## src/rtl/clt_pkg.sv

```systemverilog
`timescale 1ns / 1ps

package clt_pkg;

  // Display geometry defaults
  localparam int COLUMNS_DEF = 16;
  localparam int ROWS_DEF    = 2;

  // Request codes on the action field
  localparam logic [2:0] ACT_PUT_CHAR = 3'd0;
  localparam logic [2:0] ACT_GOTO     = 3'd1;
  localparam logic [2:0] ACT_NEWLINE  = 3'd2;
  localparam logic [2:0] ACT_CLEAR    = 3'd3;
  localparam logic [2:0] ACT_INIT     = 3'd4;
  localparam logic [2:0] ACT_STYLE    = 3'd5;

  // Control characters
  localparam logic [7:0] CHAR_CR = 8'd13;
  localparam logic [7:0] CHAR_LF = 8'd10;

  // Cursor style codes
  localparam logic [1:0] STYLE_OFF   = 2'd0;
  localparam logic [1:0] STYLE_ON    = 2'd1;
  localparam logic [1:0] STYLE_BLINK = 2'd2;

  // Display commands
  localparam logic [7:0] CMD_FUNC_SET   = 8'h38;
  localparam logic [7:0] CMD_ENTRY_MODE = 8'h06;
  localparam logic [7:0] CMD_CLEAR      = 8'h01;
  localparam logic [7:0] CMD_ADDR_ROW0  = 8'h80;
  localparam logic [7:0] CMD_ADDR_ROW1  = 8'hC0;
  localparam logic [7:0] CMD_CURS_OFF   = 8'h0C;
  localparam logic [7:0] CMD_CURS_ON    = 8'h0E;
  localparam logic [7:0] CMD_CURS_BLINK = 8'h0F;

  // Register select
  localparam logic RS_CMD  = 1'b0;
  localparam logic RS_DATA = 1'b1;

  // Config register reset value
  localparam logic [3:0] INIT_CTRL_RST = 4'd14;

  // Init sequence step of the display-control write, and last step
  localparam logic [2:0] INIT_STEP_CTRL = 3'd3;
  localparam logic [2:0] INIT_STEP_LAST = 3'd5;

  // Queue between front and back
  localparam int QDEPTH = 2;

  typedef enum logic [2:0] {
    OP_CHAR,
    OP_CR,
    OP_LF,
    OP_GOTO,
    OP_NEWLINE,
    OP_CLEAR,
    OP_INIT,
    OP_STYLE
  } clt_op_e;

  typedef struct packed {
    clt_op_e     kind;
    logic [7:0]  data;    // character or cursor command byte
    logic [3:0]  column;  // raw goto column
    logic        row;     // raw goto row
  } clt_op_t;

  // Fixed part of the init sequence; the control step is patched in the back end
  function automatic logic [7:0] init_byte(input logic [2:0] step);
    logic [7:0] b;
    case (step)
      3'd0, 3'd1, 3'd2: b = CMD_FUNC_SET;
      3'd4:             b = CMD_ENTRY_MODE;
      3'd5:             b = CMD_CLEAR;
      default:          b = 8'h00;
    endcase
    return b;
  endfunction

endpackage

```

## src/rtl/clt_front.sv

```systemverilog
`timescale 1ns / 1ps

module clt_front (
  input  logic             in_valid_i,
  input  logic             in_stall_i,
  input  logic [2:0]       action_i,
  input  logic [7:0]       char_code_i,
  input  logic [3:0]       column_i,
  input  logic             row_i,
  input  logic [1:0]       cursor_style_i,
  output logic             push_o,
  output clt_pkg::clt_op_t op_o
);

  logic has_write;

  always_comb begin
    has_write   = 1'b1;
    op_o.kind   = clt_pkg::OP_CHAR;
    op_o.data   = char_code_i;
    op_o.column = column_i;
    op_o.row    = row_i;
    unique case (action_i)
      clt_pkg::ACT_PUT_CHAR: begin
        if (char_code_i == clt_pkg::CHAR_CR) begin
          op_o.kind = clt_pkg::OP_CR;
        end else if (char_code_i == clt_pkg::CHAR_LF) begin
          op_o.kind = clt_pkg::OP_LF;
        end else begin
          op_o.kind = clt_pkg::OP_CHAR;
        end
      end
      clt_pkg::ACT_GOTO:    op_o.kind = clt_pkg::OP_GOTO;
      clt_pkg::ACT_NEWLINE: op_o.kind = clt_pkg::OP_NEWLINE;
      clt_pkg::ACT_CLEAR:   op_o.kind = clt_pkg::OP_CLEAR;
      clt_pkg::ACT_INIT:    op_o.kind = clt_pkg::OP_INIT;
      clt_pkg::ACT_STYLE: begin
        op_o.kind = clt_pkg::OP_STYLE;
        unique case (cursor_style_i)
          clt_pkg::STYLE_OFF:   op_o.data = clt_pkg::CMD_CURS_OFF;
          clt_pkg::STYLE_ON:    op_o.data = clt_pkg::CMD_CURS_ON;
          clt_pkg::STYLE_BLINK: op_o.data = clt_pkg::CMD_CURS_BLINK;
          default:              has_write = 1'b0;
        endcase
      end
      default: has_write = 1'b0;  // unused codes are swallowed
    endcase
  end

  assign push_o = in_valid_i & ~in_stall_i & has_write;

endmodule

```

## src/rtl/clt_queue.sv

```systemverilog
`timescale 1ns / 1ps

module clt_queue (
  input  logic             clk_i,
  input  logic             rst_ni,
  input  logic             push_i,
  input  clt_pkg::clt_op_t push_op_i,
  input  logic             pop_i,
  output logic             full_o,
  output logic             head_valid_o,
  output clt_pkg::clt_op_t head_op_o
);

  localparam int IDX_W = (clt_pkg::QDEPTH > 1) ? $clog2(clt_pkg::QDEPTH) : 1;
  localparam int CNT_W = $clog2(clt_pkg::QDEPTH + 1);

  clt_pkg::clt_op_t       mem_q [clt_pkg::QDEPTH];
  logic [IDX_W-1:0]       wr_ptr_q, wr_ptr_d;
  logic [IDX_W-1:0]       rd_ptr_q, rd_ptr_d;
  logic [CNT_W-1:0]       cnt_q, cnt_d;
  logic                   do_push, do_pop;

  assign full_o       = (cnt_q == CNT_W'(clt_pkg::QDEPTH));
  assign head_valid_o = (cnt_q != '0);
  assign head_op_o    = mem_q[rd_ptr_q];
  assign do_push      = push_i & ~full_o;
  assign do_pop       = pop_i & head_valid_o;

  function automatic logic [IDX_W-1:0] ptr_inc(input logic [IDX_W-1:0] p);
    logic [IDX_W-1:0] r;
    if (p == IDX_W'(clt_pkg::QDEPTH - 1)) begin
      r = '0;
    end else begin
      r = p + 1'b1;
    end
    return r;
  endfunction

  always_comb begin
    wr_ptr_d = do_push ? ptr_inc(wr_ptr_q) : wr_ptr_q;
    rd_ptr_d = do_pop ? ptr_inc(rd_ptr_q) : rd_ptr_q;
    cnt_d    = cnt_q;
    if (do_push && !do_pop) begin
      cnt_d = cnt_q + 1'b1;
    end else if (do_pop && !do_push) begin
      cnt_d = cnt_q - 1'b1;
    end
  end

  always_ff @(posedge clk_i or negedge rst_ni) begin
    if (!rst_ni) begin
      wr_ptr_q <= '0;
      rd_ptr_q <= '0;
      cnt_q    <= '0;
    end else begin
      wr_ptr_q <= wr_ptr_d;
      rd_ptr_q <= rd_ptr_d;
      cnt_q    <= cnt_d;
    end
  end

  always_ff @(posedge clk_i) begin
    if (do_push) begin
      mem_q[wr_ptr_q] <= push_op_i;
    end
  end

  property p_no_overfill;
    @(posedge clk_i) disable iff (!rst_ni) cnt_q <= CNT_W'(clt_pkg::QDEPTH);
  endproperty
  a_no_overfill: assert property (p_no_overfill) else $error("queue count overflow");

endmodule

```

## src/rtl/clt_back.sv

```systemverilog
`timescale 1ns / 1ps

module clt_back #(
  parameter int COLUMNS = clt_pkg::COLUMNS_DEF,
  parameter int ROWS    = clt_pkg::ROWS_DEF
) (
  input  logic             clk_i,
  input  logic             rst_ni,
  input  logic             head_valid_i,
  input  clt_pkg::clt_op_t head_op_i,
  output logic             pop_o,
  input  logic [3:0]       init_ctrl_i,
  input  logic             out_stall_i,
  output logic             out_valid_o,
  output logic             register_select_o,
  output logic [7:0]       bus_byte_o,
  output logic             last_write_o
);

  localparam int COL_W = (COLUMNS > 1) ? $clog2(COLUMNS) : 1;
  localparam logic [COL_W-1:0] LAST_COL = COL_W'(COLUMNS - 1);

  logic [COL_W-1:0] col_q, col_d, goto_col;
  logic             row_q, row_d, goto_row;
  logic [2:0]       step_q;
  logic             emit;
  logic             wr_rs, wr_last;
  logic [7:0]       wr_byte;
  logic             out_valid_q;
  logic             out_rs_q, out_last_q;
  logic [7:0]       out_byte_q;

  function automatic logic adv_row(input logic r);
    return (ROWS > 1) ? ~r : 1'b0;
  endfunction

  function automatic logic [7:0] addr_cmd(input logic r, input logic [COL_W-1:0] c);
    logic [7:0] base;
    base = r ? clt_pkg::CMD_ADDR_ROW1 : clt_pkg::CMD_ADDR_ROW0;
    return base + 8'(c);
  endfunction

  // Goto target, saturated to the display geometry
  always_comb begin
    if (32'(head_op_i.column) >= COLUMNS) begin
      goto_col = LAST_COL;
    end else begin
      goto_col = COL_W'(head_op_i.column);
    end
    goto_row = (ROWS > 1) ? head_op_i.row : 1'b0;
  end

  assign emit = head_valid_i & (~out_valid_q | ~out_stall_i);

  always_comb begin
    col_d   = col_q;
    row_d   = row_q;
    wr_rs   = clt_pkg::RS_CMD;
    wr_byte = 8'h00;
    wr_last = 1'b1;
    case (head_op_i.kind)
      clt_pkg::OP_CHAR: begin
        if (step_q == 3'd0) begin
          wr_rs   = clt_pkg::RS_DATA;
          wr_byte = head_op_i.data;
          if (col_q == LAST_COL) begin
            col_d   = '0;
            row_d   = adv_row(row_q);
            wr_last = 1'b0;
          end else begin
            col_d = col_q + 1'b1;
          end
        end else begin
          wr_byte = addr_cmd(row_q, col_q);  // position already wrapped
        end
      end
      clt_pkg::OP_CR: begin
        row_d   = adv_row(row_q);
        wr_byte = addr_cmd(row_d, col_q);
      end
      clt_pkg::OP_LF: begin
        col_d   = '0;
        wr_byte = addr_cmd(row_q, '0);
      end
      clt_pkg::OP_GOTO: begin
        col_d   = goto_col;
        row_d   = goto_row;
        wr_byte = addr_cmd(goto_row, goto_col);
      end
      clt_pkg::OP_NEWLINE: begin
        col_d   = '0;
        row_d   = adv_row(row_q);
        wr_byte = addr_cmd(row_d, '0);
      end
      clt_pkg::OP_CLEAR: begin
        col_d = '0;
        row_d = 1'b0;
        if (step_q == 3'd0) begin
          wr_byte = clt_pkg::CMD_CLEAR;
          wr_last = 1'b0;
        end else begin
          wr_byte = clt_pkg::CMD_ADDR_ROW0;
        end
      end
      clt_pkg::OP_INIT: begin
        col_d   = '0;
        row_d   = 1'b0;
        wr_last = (step_q == clt_pkg::INIT_STEP_LAST);
        if (step_q == clt_pkg::INIT_STEP_CTRL) begin
          wr_byte = {4'h0, init_ctrl_i};
        end else begin
          wr_byte = clt_pkg::init_byte(step_q);
        end
      end
      default: begin  // cursor style
        wr_byte = head_op_i.data;
      end
    endcase
  end

  assign pop_o = emit & wr_last;

  always_ff @(posedge clk_i or negedge rst_ni) begin
    if (!rst_ni) begin
      col_q       <= '0;
      row_q       <= 1'b0;
      step_q      <= '0;
      out_valid_q <= 1'b0;
    end else begin
      if (emit) begin
        col_q       <= col_d;
        row_q       <= row_d;
        step_q      <= wr_last ? 3'd0 : step_q + 3'd1;
        out_valid_q <= 1'b1;
      end else if (!out_stall_i) begin
        out_valid_q <= 1'b0;
      end
    end
  end

  always_ff @(posedge clk_i) begin
    if (emit) begin
      out_rs_q   <= wr_rs;
      out_byte_q <= wr_byte;
      out_last_q <= wr_last;
    end
  end

  assign out_valid_o       = out_valid_q;
  assign register_select_o = out_rs_q;
  assign bus_byte_o        = out_byte_q;
  assign last_write_o      = out_last_q;

  property p_col_range;
    @(posedge clk_i) disable iff (!rst_ni) 32'(col_q) < COLUMNS;
  endproperty
  a_col_range: assert property (p_col_range) else $error("column out of range");

  property p_step_range;
    @(posedge clk_i) disable iff (!rst_ni) step_q <= clt_pkg::INIT_STEP_LAST;
  endproperty
  a_step_range: assert property (p_step_range) else $error("sequence step overrun");

  property p_mid_seq_head;
    @(posedge clk_i) disable iff (!rst_ni) (step_q != 3'd0) |-> head_valid_i;
  endproperty
  a_mid_seq_head: assert property (p_mid_seq_head) else $error("request lost mid-burst");

  property p_pop_last;
    @(posedge clk_i) disable iff (!rst_ni) pop_o |=> (out_valid_q && out_last_q);
  endproperty
  a_pop_last: assert property (p_pop_last) else $error("request retired without last write");

endmodule

```

## src/rtl/char_lcd_cursor_tracker.sv

```systemverilog
`timescale 1ns / 1ps

// Channel  | Direction | Handshake               | Payload
// ---------+-----------+-------------------------+----------------------------------------
// in       | input     | in_valid_i / in_stall_o | action, char_code, column, row, style
// out      | output    | out_valid_o/out_stall_i | register_select, bus_byte, last_write
// cfg      | input     | cfg_valid_i/cfg_ready_o | init_display_control (4 bits)
//
// Each item causes as many bus writes as its sequence needs: one for characters and cursor
// moves, two for a wrapping character or clear, six for init. The write sequencer sets
// the rate, and starts an item only after the last write of the item before it.
// Items arrive through a two-entry queue; in_stall_o rises only when it is full.
// Reset is asynchronous and clears position (0,0), the queue and the output slot.
// A stalled output keeps its write; the queue keeps taking items meanwhile.
module char_lcd_cursor_tracker #(
  parameter int COLUMNS = clt_pkg::COLUMNS_DEF,
  parameter int ROWS    = clt_pkg::ROWS_DEF
) (
  input  logic       clk_i,
  input  logic       rst_ni,
  // request channel
  input  logic       in_valid_i,
  output logic       in_stall_o,
  input  logic [2:0] action_i,
  input  logic [7:0] char_code_i,
  input  logic [3:0] column_i,
  input  logic       row_i,
  input  logic [1:0] cursor_style_i,
  // bus write channel
  output logic       out_valid_o,
  input  logic       out_stall_i,
  output logic       register_select_o,
  output logic [7:0] bus_byte_o,
  output logic       last_write_o,
  // config channel
  input  logic       cfg_valid_i,
  output logic       cfg_ready_o,
  input  logic [3:0] cfg_data_i
);

  clt_pkg::clt_op_t push_op, head_op;
  logic             push, pop, full, head_valid;
  logic [3:0]       init_ctrl_q;

  // Display-control value used in the init burst; the user must write it only when idle (not enforced here)
  assign cfg_ready_o = 1'b1;

  always_ff @(posedge clk_i or negedge rst_ni) begin
    if (!rst_ni) begin
      init_ctrl_q <= clt_pkg::INIT_CTRL_RST;
    end else if (cfg_valid_i && cfg_ready_o) begin
      init_ctrl_q <= cfg_data_i;
    end
  end

  // Stall from the registered queue fill only
  assign in_stall_o = full;

  // Front: decode the request; items that cause no write are dropped here
  clt_front u_front (
    .in_valid_i     (in_valid_i),
    .in_stall_i     (in_stall_o),
    .action_i       (action_i),
    .char_code_i    (char_code_i),
    .column_i       (column_i),
    .row_i          (row_i),
    .cursor_style_i (cursor_style_i),
    .push_o         (push),
    .op_o           (push_op)
  );

  clt_queue u_queue (
    .clk_i        (clk_i),
    .rst_ni       (rst_ni),
    .push_i       (push),
    .push_op_i    (push_op),
    .pop_i        (pop),
    .full_o       (full),
    .head_valid_o (head_valid),
    .head_op_o    (head_op)
  );

  // Back: cursor tracking and write sequencing into the output register
  clt_back #(
    .COLUMNS (COLUMNS),
    .ROWS    (ROWS)
  ) u_back (
    .clk_i             (clk_i),
    .rst_ni            (rst_ni),
    .head_valid_i      (head_valid),
    .head_op_i         (head_op),
    .pop_o             (pop),
    .init_ctrl_i       (init_ctrl_q),
    .out_stall_i       (out_stall_i),
    .out_valid_o       (out_valid_o),
    .register_select_o (register_select_o),
    .bus_byte_o        (bus_byte_o),
    .last_write_o      (last_write_o)
  );

endmodule
```

## config.mk

```make
export PLATFORM = sky130hd
export DESIGN_NAME = char_lcd_cursor_tracker
export DESIGN_NICKNAME = d
export VERILOG_FILES = /design/src/rtl/clt_pkg.sv /design/src/rtl/clt_front.sv /design/src/rtl/clt_queue.sv /design/src/rtl/clt_back.sv /design/src/rtl/char_lcd_cursor_tracker.sv
export SDC_FILE = /design/constraint.sdc
export NUM_CORES = 1
export LEC_CHECK = 0
export BUFFER_PORTS_ARGS = -buffer_cell sky130_fd_sc_hd__buf_4
export CORE_MARGIN = 4
export CORE_UTILIZATION = 45
export DETAILED_ROUTE_END_ITERATION = 7
export PLACE_DENSITY = 0.66
export SYNTH_ARGS = -nofsm -noshare
export SYNTH_HDL_FRONTEND = slang
export SYNTH_SLANG_ARGS = --single-unit
```

## constraint.sdc

```tcl
create_clock -name clk_i -period 4.15 [get_ports clk_i]
set_clock_uncertainty 0.15 [all_clocks]
set_input_delay 0.83 -clock clk_i [delete_from_list [all_inputs] [get_ports clk_i]]
set_output_delay 0.83 -clock clk_i [all_outputs]
set_load 0.005 [all_outputs]
```

* Word level (Yosys, flattened, before mapping) *
Memory sizes are Yosys's and may differ from the RTL's.
Cells that the tools add are included.

word-level totals
  flip-flop bits (word level) = 27
  input port bits = 27
  latch bits = 0
  memories = 1
  memory bits (writable) = 32
  ROM bits = 0
  output and inout bits = 13

memory list
  memory         depth  width  rd ports  clocked after Yosys merged registers in  write ports  line             text
  u_queue.mem_q  2      16     1         0                                        1            clt_queue.sv:17  clt_pkg::clt_op_t mem_q [clt_pkg::QDEPTH];

cells by class
  add/sub/neg operators = 9
  divide/modulo/power cells = 0
  bitwise logic cells = 11
  reductions and logical operators = 20
  shift-type cells = 0
  order comparisons = 0
  equal/unequal tests = 25
  $mul = 0
  mux-type cells = 35

operator list
  operator               number
  $pmux W8 S7            1
  $mux W8                4
  $add A8 B4 Y8          3
  $pmux W8 S3            1
  $eq A3 B3 Y1 const B   7
  $mux W7                3
  $eq A3 B2 Y1 const B   6
  $pmux W3 S6            1
  $pmux W6 S3            1
  $eq A8 B4 Y1 const B   2
  $mux W1                13
  $pmux W4 S3            1
  $eq A3 B1 Y1 const B   3
  $logic_not A3 Y1       3
  $mux W2                4
  $mux W4                2
  $and A1 B1 Y1          6
  $ne A2 B1 Y1 const B   3
  $reduce_or A3 Y1       2
  $reduce_or A5 Y1       1
  $add A4 B1 Y4 const B  1
  $eq A2 B2 Y1 const B   2
  $eq A4 B4 Y1 const B   1
  $not A1 Y1             4
  20 further kinds       25

* Logic depth before layout (Yosys ltp) *
  depth in word-level cells = 10
  gate-level depth with buffers = 12

* Hierarchy *
From an unflattened synthesis, not the netlist that was laid out.

second synthesis, totals
  cell total of the unflattened synthesis = 244
  area total of the unflattened synthesis = 3074.2 um^2

modules (own cells, without submodules)
  module                   instances  cells each  area each (um^2)
  clt_queue                1          69          1406.3
  clt_back                 1          133         1267.5
  clt_front                1          32          240.2
  char_lcd_cursor_tracker  1          10          160.2

* Worst setup path after synthesis *
OpenSTA, ideal clock, no wires.

  kind = input port to flip-flop
  start point = input cursor_style_i[0]
  end point = memory u_queue.mem_q[0][0] in the netlist's numbering (enable)
  stages on the path = 5
  path slack = 1.268 ns
  buffers on the path = 0
  setup time = 0.390 ns
  arrival time = 2.342 ns
  data required time = 3.610 ns
  cells stage by stage = ha_1 -> nand2_1 -> a311oi_1 -> nor4b_2 -> nor2b_1

on the way
  longest elaborated chain between the ends = 8
  elaborated cells between the ends (all ways) = 10
  classes of those cells = eq/ne (2); mux (4); bitwise (2); reduce/logical (2)

ends and longest elaborated chain
  item                                  line                           text
  start: declaration                    char_lcd_cursor_tracker.sv:28  input logic [1:0] cursor_style_i,
  $eq A2 B1 Y1 (tied with other cells)  clt_front.sv:39                unique case (cursor_style_i)
  $reduce_or A3 Y1 (no line) (*)        -
  $mux W1 (*)                           clt_front.sv:39
  $pmux W1 S2 (*)                       clt_front.sv:23                unique case (action_i)
  $and A1 B1 Y1 (*)                     clt_front.sv:50                assign push_o = in_valid_i & ~in_stall_i & has_write;
  $and A1 B1 Y1 (*)                     clt_queue.sv:26                assign do_push = push_i & ~full_o;
  net u_queue.do_push                   clt_queue.sv:21                logic do_push, do_pop;
  $mux W1 (*)                           clt_queue.sv:63                if (do_push) begin
  $mux W1 (implied by the code) (*)     clt_queue.sv:64                mem_q[wr_ptr_q] <= push_op_i;
  end: declaration                      clt_queue.sv:17

Mark *: on every way through the listed nets, which the timed path passes. The rest lies on a longest branch.

* Worst setup path after layout *
  start point = register u_queue.cnt_q[0]
  end point = register u_queue.cnt_q[1]

on the way
  elaborated cells between the ends (all ways) = 18
  classes of those cells = add/sub (2); eq/ne (1); mux (2); bitwise (7); reduce/logical (6)

RTL lines
  item                                           line             text
  start: declaration                             clt_queue.sv:20  logic [CNT_W-1:0] cnt_q, cnt_d;
  start signal: assignment                       clt_queue.sv:58  cnt_q <= cnt_d;
  $reduce_bool A2 Y1 (*)                         clt_queue.sv:24  assign head_valid_o = (cnt_q != '0);
  $and A1 B1 Y1 (*)                              clt_back.sv:53   assign emit = head_valid_i & (~out_valid_q | ~out_stall_i);
  net u_back.emit                                clt_back.sv:26   logic emit;
  $and A1 B1 Y1 (*)                              clt_back.sv:121  assign pop_o = emit & wr_last;
  $and A1 B1 Y1 (*)                              clt_queue.sv:27  assign do_pop = pop_i & head_valid_o;
  $logic_not A1 Y1                               clt_queue.sv:43  if (do_push && !do_pop) begin
  $logic_and A1 B1 Y1                            clt_queue.sv:43
  $mux W2 or $reduce_bool A2 Y1 (tied branches)  -

Mark *: on every way through the listed nets, which the timed path passes. The rest lies on a longest branch. The select of a mux whose other input is x is not followed.
A chain may end at the register's enable or synchronous reset.

==> flow_metrics.tcl <==
set metrics [dict create \
    min_path_type "in2async" \
    htree_levels 3 \
    cts_buffer_depth 2 \
    clkSinkCount 59 \
    tightest_slew_ns 1.14 \
    fill_cells 601 \
    synth_largest_area_cell "edfxtp_1" \
    critical_path_required_ns 4.23 \
    yosys.area.top_type_share 0.402 \
    clkSlewWorstSetupHoldPaths_ns 0.07 \
    drive_above_1_share 0.279 \
    final_common_cell "edfxtp_1" \
    hpwl_um 4480 \
    area_delta_synth_final_pct 17.6 \
    grt_util_all_layers 0.157 \
    cts_buffers 9 \
    period_needed_ns 2.99 \
    synth_warnings 0 \
    insertion_delay_ns 0.34 \
    grt_start_max_net_pins 18 \
    combPwrFrac 0.367 \
    synth_cell_types 52 \
    route.met2.wl_um 2870 \
    synth-seq-cells 59 \
    numPortBuffers 38 \
    layout_common_cells "edfxtp_1 (42), buf_4 (40), o21ai_0 (26), nand2_1 (22), nor2_1 (16)" \
    syn_area_per_cell_sq_um 11.8 \
    seqCellArea_sq_mm 0.00169 \
    grt_setup_unrepaired "false" \
    root_buffer "clkbuf_8" \
    highest_layer "met4" \
    wirelength_um 6150 \
    hold_violations 0 \
    cts_setup_buffers 0 \
    route.detailed.drc 0 \
    multiInputGateArea_sq_mm 0.00134 \
    tns_ns 0 \
    max_slew_margin 0.231 \
    internal_power_mw 1.45 \
    ios 40 \
    antenna_found_initial 0 \
    synthesis.area_sq_mm 0.00313 \
    synth_seq_area_share 0.539 \
    fmax_ghz 0.335 \
    cts_hold_buf 0 \
    num_antenna_cells 0 \
    die_w_um 91.5 \
    wl_met3_um 361 \
    via_count 2159 \
    drt-met1-wl_um 2780 \
    antenna_left 0 \
    synth_edf_count 42 \
    routabilityCongestion 0.805 \
    num-nets-final 347 \
    initial_core_util 0.461 \
    drt_pass1_iterations 4 \
    cts_tree "built" \
    rows 30 \
    cap_violations 0 \
    grt_pass1_wl_um 10100 \
    async_reset_ff_frac 0.288 \
    setup.worst_path.start_class "flip-flop" \
    die-area_sq_mm 0.00836 \
    grt-ovfl-total 0 \
    end_kind "flip-flop" \
    arrival_ns 3.06 \
    p_seq_frac 0.403 \
    viasPerCell 5.29 \
    r2r_slack_ns 1.16 \
    synth-main-ff-cell "edfxtp_1" \
    cts_resized 0 \
    syn-num-nets 306 \
    power_density_mw_per_mm2 612 \
    switchingPower_mw 0.805 \
    final.period_utilization 0.720 \
    wl_per_cell_um 15.1 \
    critPathMaxFanout 14 \
    slew_viol_final 0 \
    swShare 0.357 \
    netlist_instances 266 \
    drt_first_iter_violations 139 \
    crit_type "reg2reg" \
    core_area_sq_mm 0.00679 \
    power.leakage_nw 1.42 \
    yosys-top-cells-area "edfxtp_1 (40%), dfrtp_1 (11%), ha_1 (5.2%)" \
    p_clk_frac 0.229 \
    hold_ws_ns 0.197 \
    finalSetupViolCount 0 \
    dieHeight_um 91.5 \
    vdd_drop_max_mv 0.192 \
    status "finished, final reports clean" \
    grt_pass1_vias 2077 \
]
-- synth_stat cells (2+ instances only) --
| library cell | n |
|---|---|
| mux2_2 | 12 |
| xor2_1 | 3 |
| buf_6 | 3 |
| a31oi_1 | 4 |
| or2_2 | 3 |
| mux2i_1 | 12 |
| nor2b_1 | 7 |
| clkbuf_1 | 2 |
| nand3_1 | 6 |
| nand2_1 | 22 |
| ha_1 | 13 |
| nor3_2 | 3 |
| edfxtp_1 | 42 |
| o22ai_1 | 5 |
| dfstp_2 | 3 |
| a21oi_1 | 13 |
| nor3_1 | 6 |
| a221oi_1 | 3 |
| nor2_1 | 16 |
| dfrtp_1 | 14 |
| buf_2 | 4 |
| o211ai_1 | 2 |
| nor4b_2 | 2 |
| inv_1 | 10 |
| o21ai_0 | 26 |
| nor4_1 | 2 |
| mux2i_4 | 2 |
| and2_1 | 2 |
-- worst max-delay path, stage by stage (launching register included) --
cell     delay [ns]
dfrtp_1        0.44
o21ai_0        0.92
inv_1          0.58
nand2_1        0.22
ha_1           0.18
xor2_1         0.17
nor2_1         0.07
xor2_1         0.13
-- cell families (layout without fill, tap and decap cells) --
logic type      count (synthesis)  count (layout)  synth area share
simple gates                   78              78             0.135
compound gates                 64              64             0.127
flops                          59              59             0.539
mux                            27              27             0.100
buf+inv                        20              66            0.0339
fa+ha+maj                      13              13            0.0519
xor+xnor                        4               4            0.0112
other cells                     1               1           0.00120
-- layer usage --
layer,global-route usage,vias to the layer above
li1,-,1071
met1,0.199,1013
met2,0.236,65
met3,0.0447,10
met4,0.0955,0
met5,0,-
-- power by group through the flow --
stage / Sequential (mW) / Combinational, mW / Clock, mW
after floorplan: 0.891 / 0.631 / 0
after global placement: 0.919 / 0.822 / 0
after detailed placement: 0.923 / 0.826 / 0
after CTS: 0.911 / 0.830 / 0.531
after global routing: 0.929 / 0.912 / 0.560
final: 0.910 / 0.829 / 0.517
-- path summary, 6_finish.rpt --
path / startpoint / to / cells past startpoint
hold reg to reg: u_back.out_valid_o / u_back.out_valid_o / 2
setup / recovery: u_queue.cnt_q[0] / u_queue.cnt_q[1] / 7
min in group clk_i: u_back.out_valid_o / u_back.out_valid_o / 2
max in group asynchronous: rst_ni / init_ctrl_q[3] / 1
hold / removal: rst_ni / u_back.col_q[2] / 1
setup reg to reg: u_queue.cnt_q[0] / u_queue.cnt_q[1] / 7
-- cell type report --
cell class | instances | area share
inverter | 10 | 0.0102
timing repair buffer | 40 | 0.0815
tap | 96 | 0.0326
clock inverter | 7 | 0.0207
multi-input combinational | 187 | 0.363
clock buffer | 9 | 0.0336
sequential | 59 | 0.459
-- through the flow --
| stage | total power, mW | cells | area, sq um | setup slack (ns) | utilization |
|---|---|---|---|---|---|
| 2_1_floorplan | 1.52 | 266 | 3130 | 1.27 | - |
| 3_3_place_gp | 1.74 | 392 | 3490 | 1.16 | 0.513 |
| 3_5_place_dp | 1.75 | 392 | 3490 | 1.09 | 0.513 |
| 4_1_cts | 2.27 | 408 | 3690 | 1.14 | 0.543 |
| 5_1_grt | 2.40 | 408 | 3690 | 0.936 | 0.543 |
| 6_report | 2.26 | 408 | 3690 | 1.16 | 0.543 |
-- flip-flops by register name (all words and copies together) (netlist names), 2 cells and up --
register and flops:
u_queue.mem_q 32, u_queue.cnt_q 2, u_back.bus_byte_o 8, u_back.col_q 4, u_back.step_q 3, init_ctrl_q 4
Power figures use the tool's default switching activity.
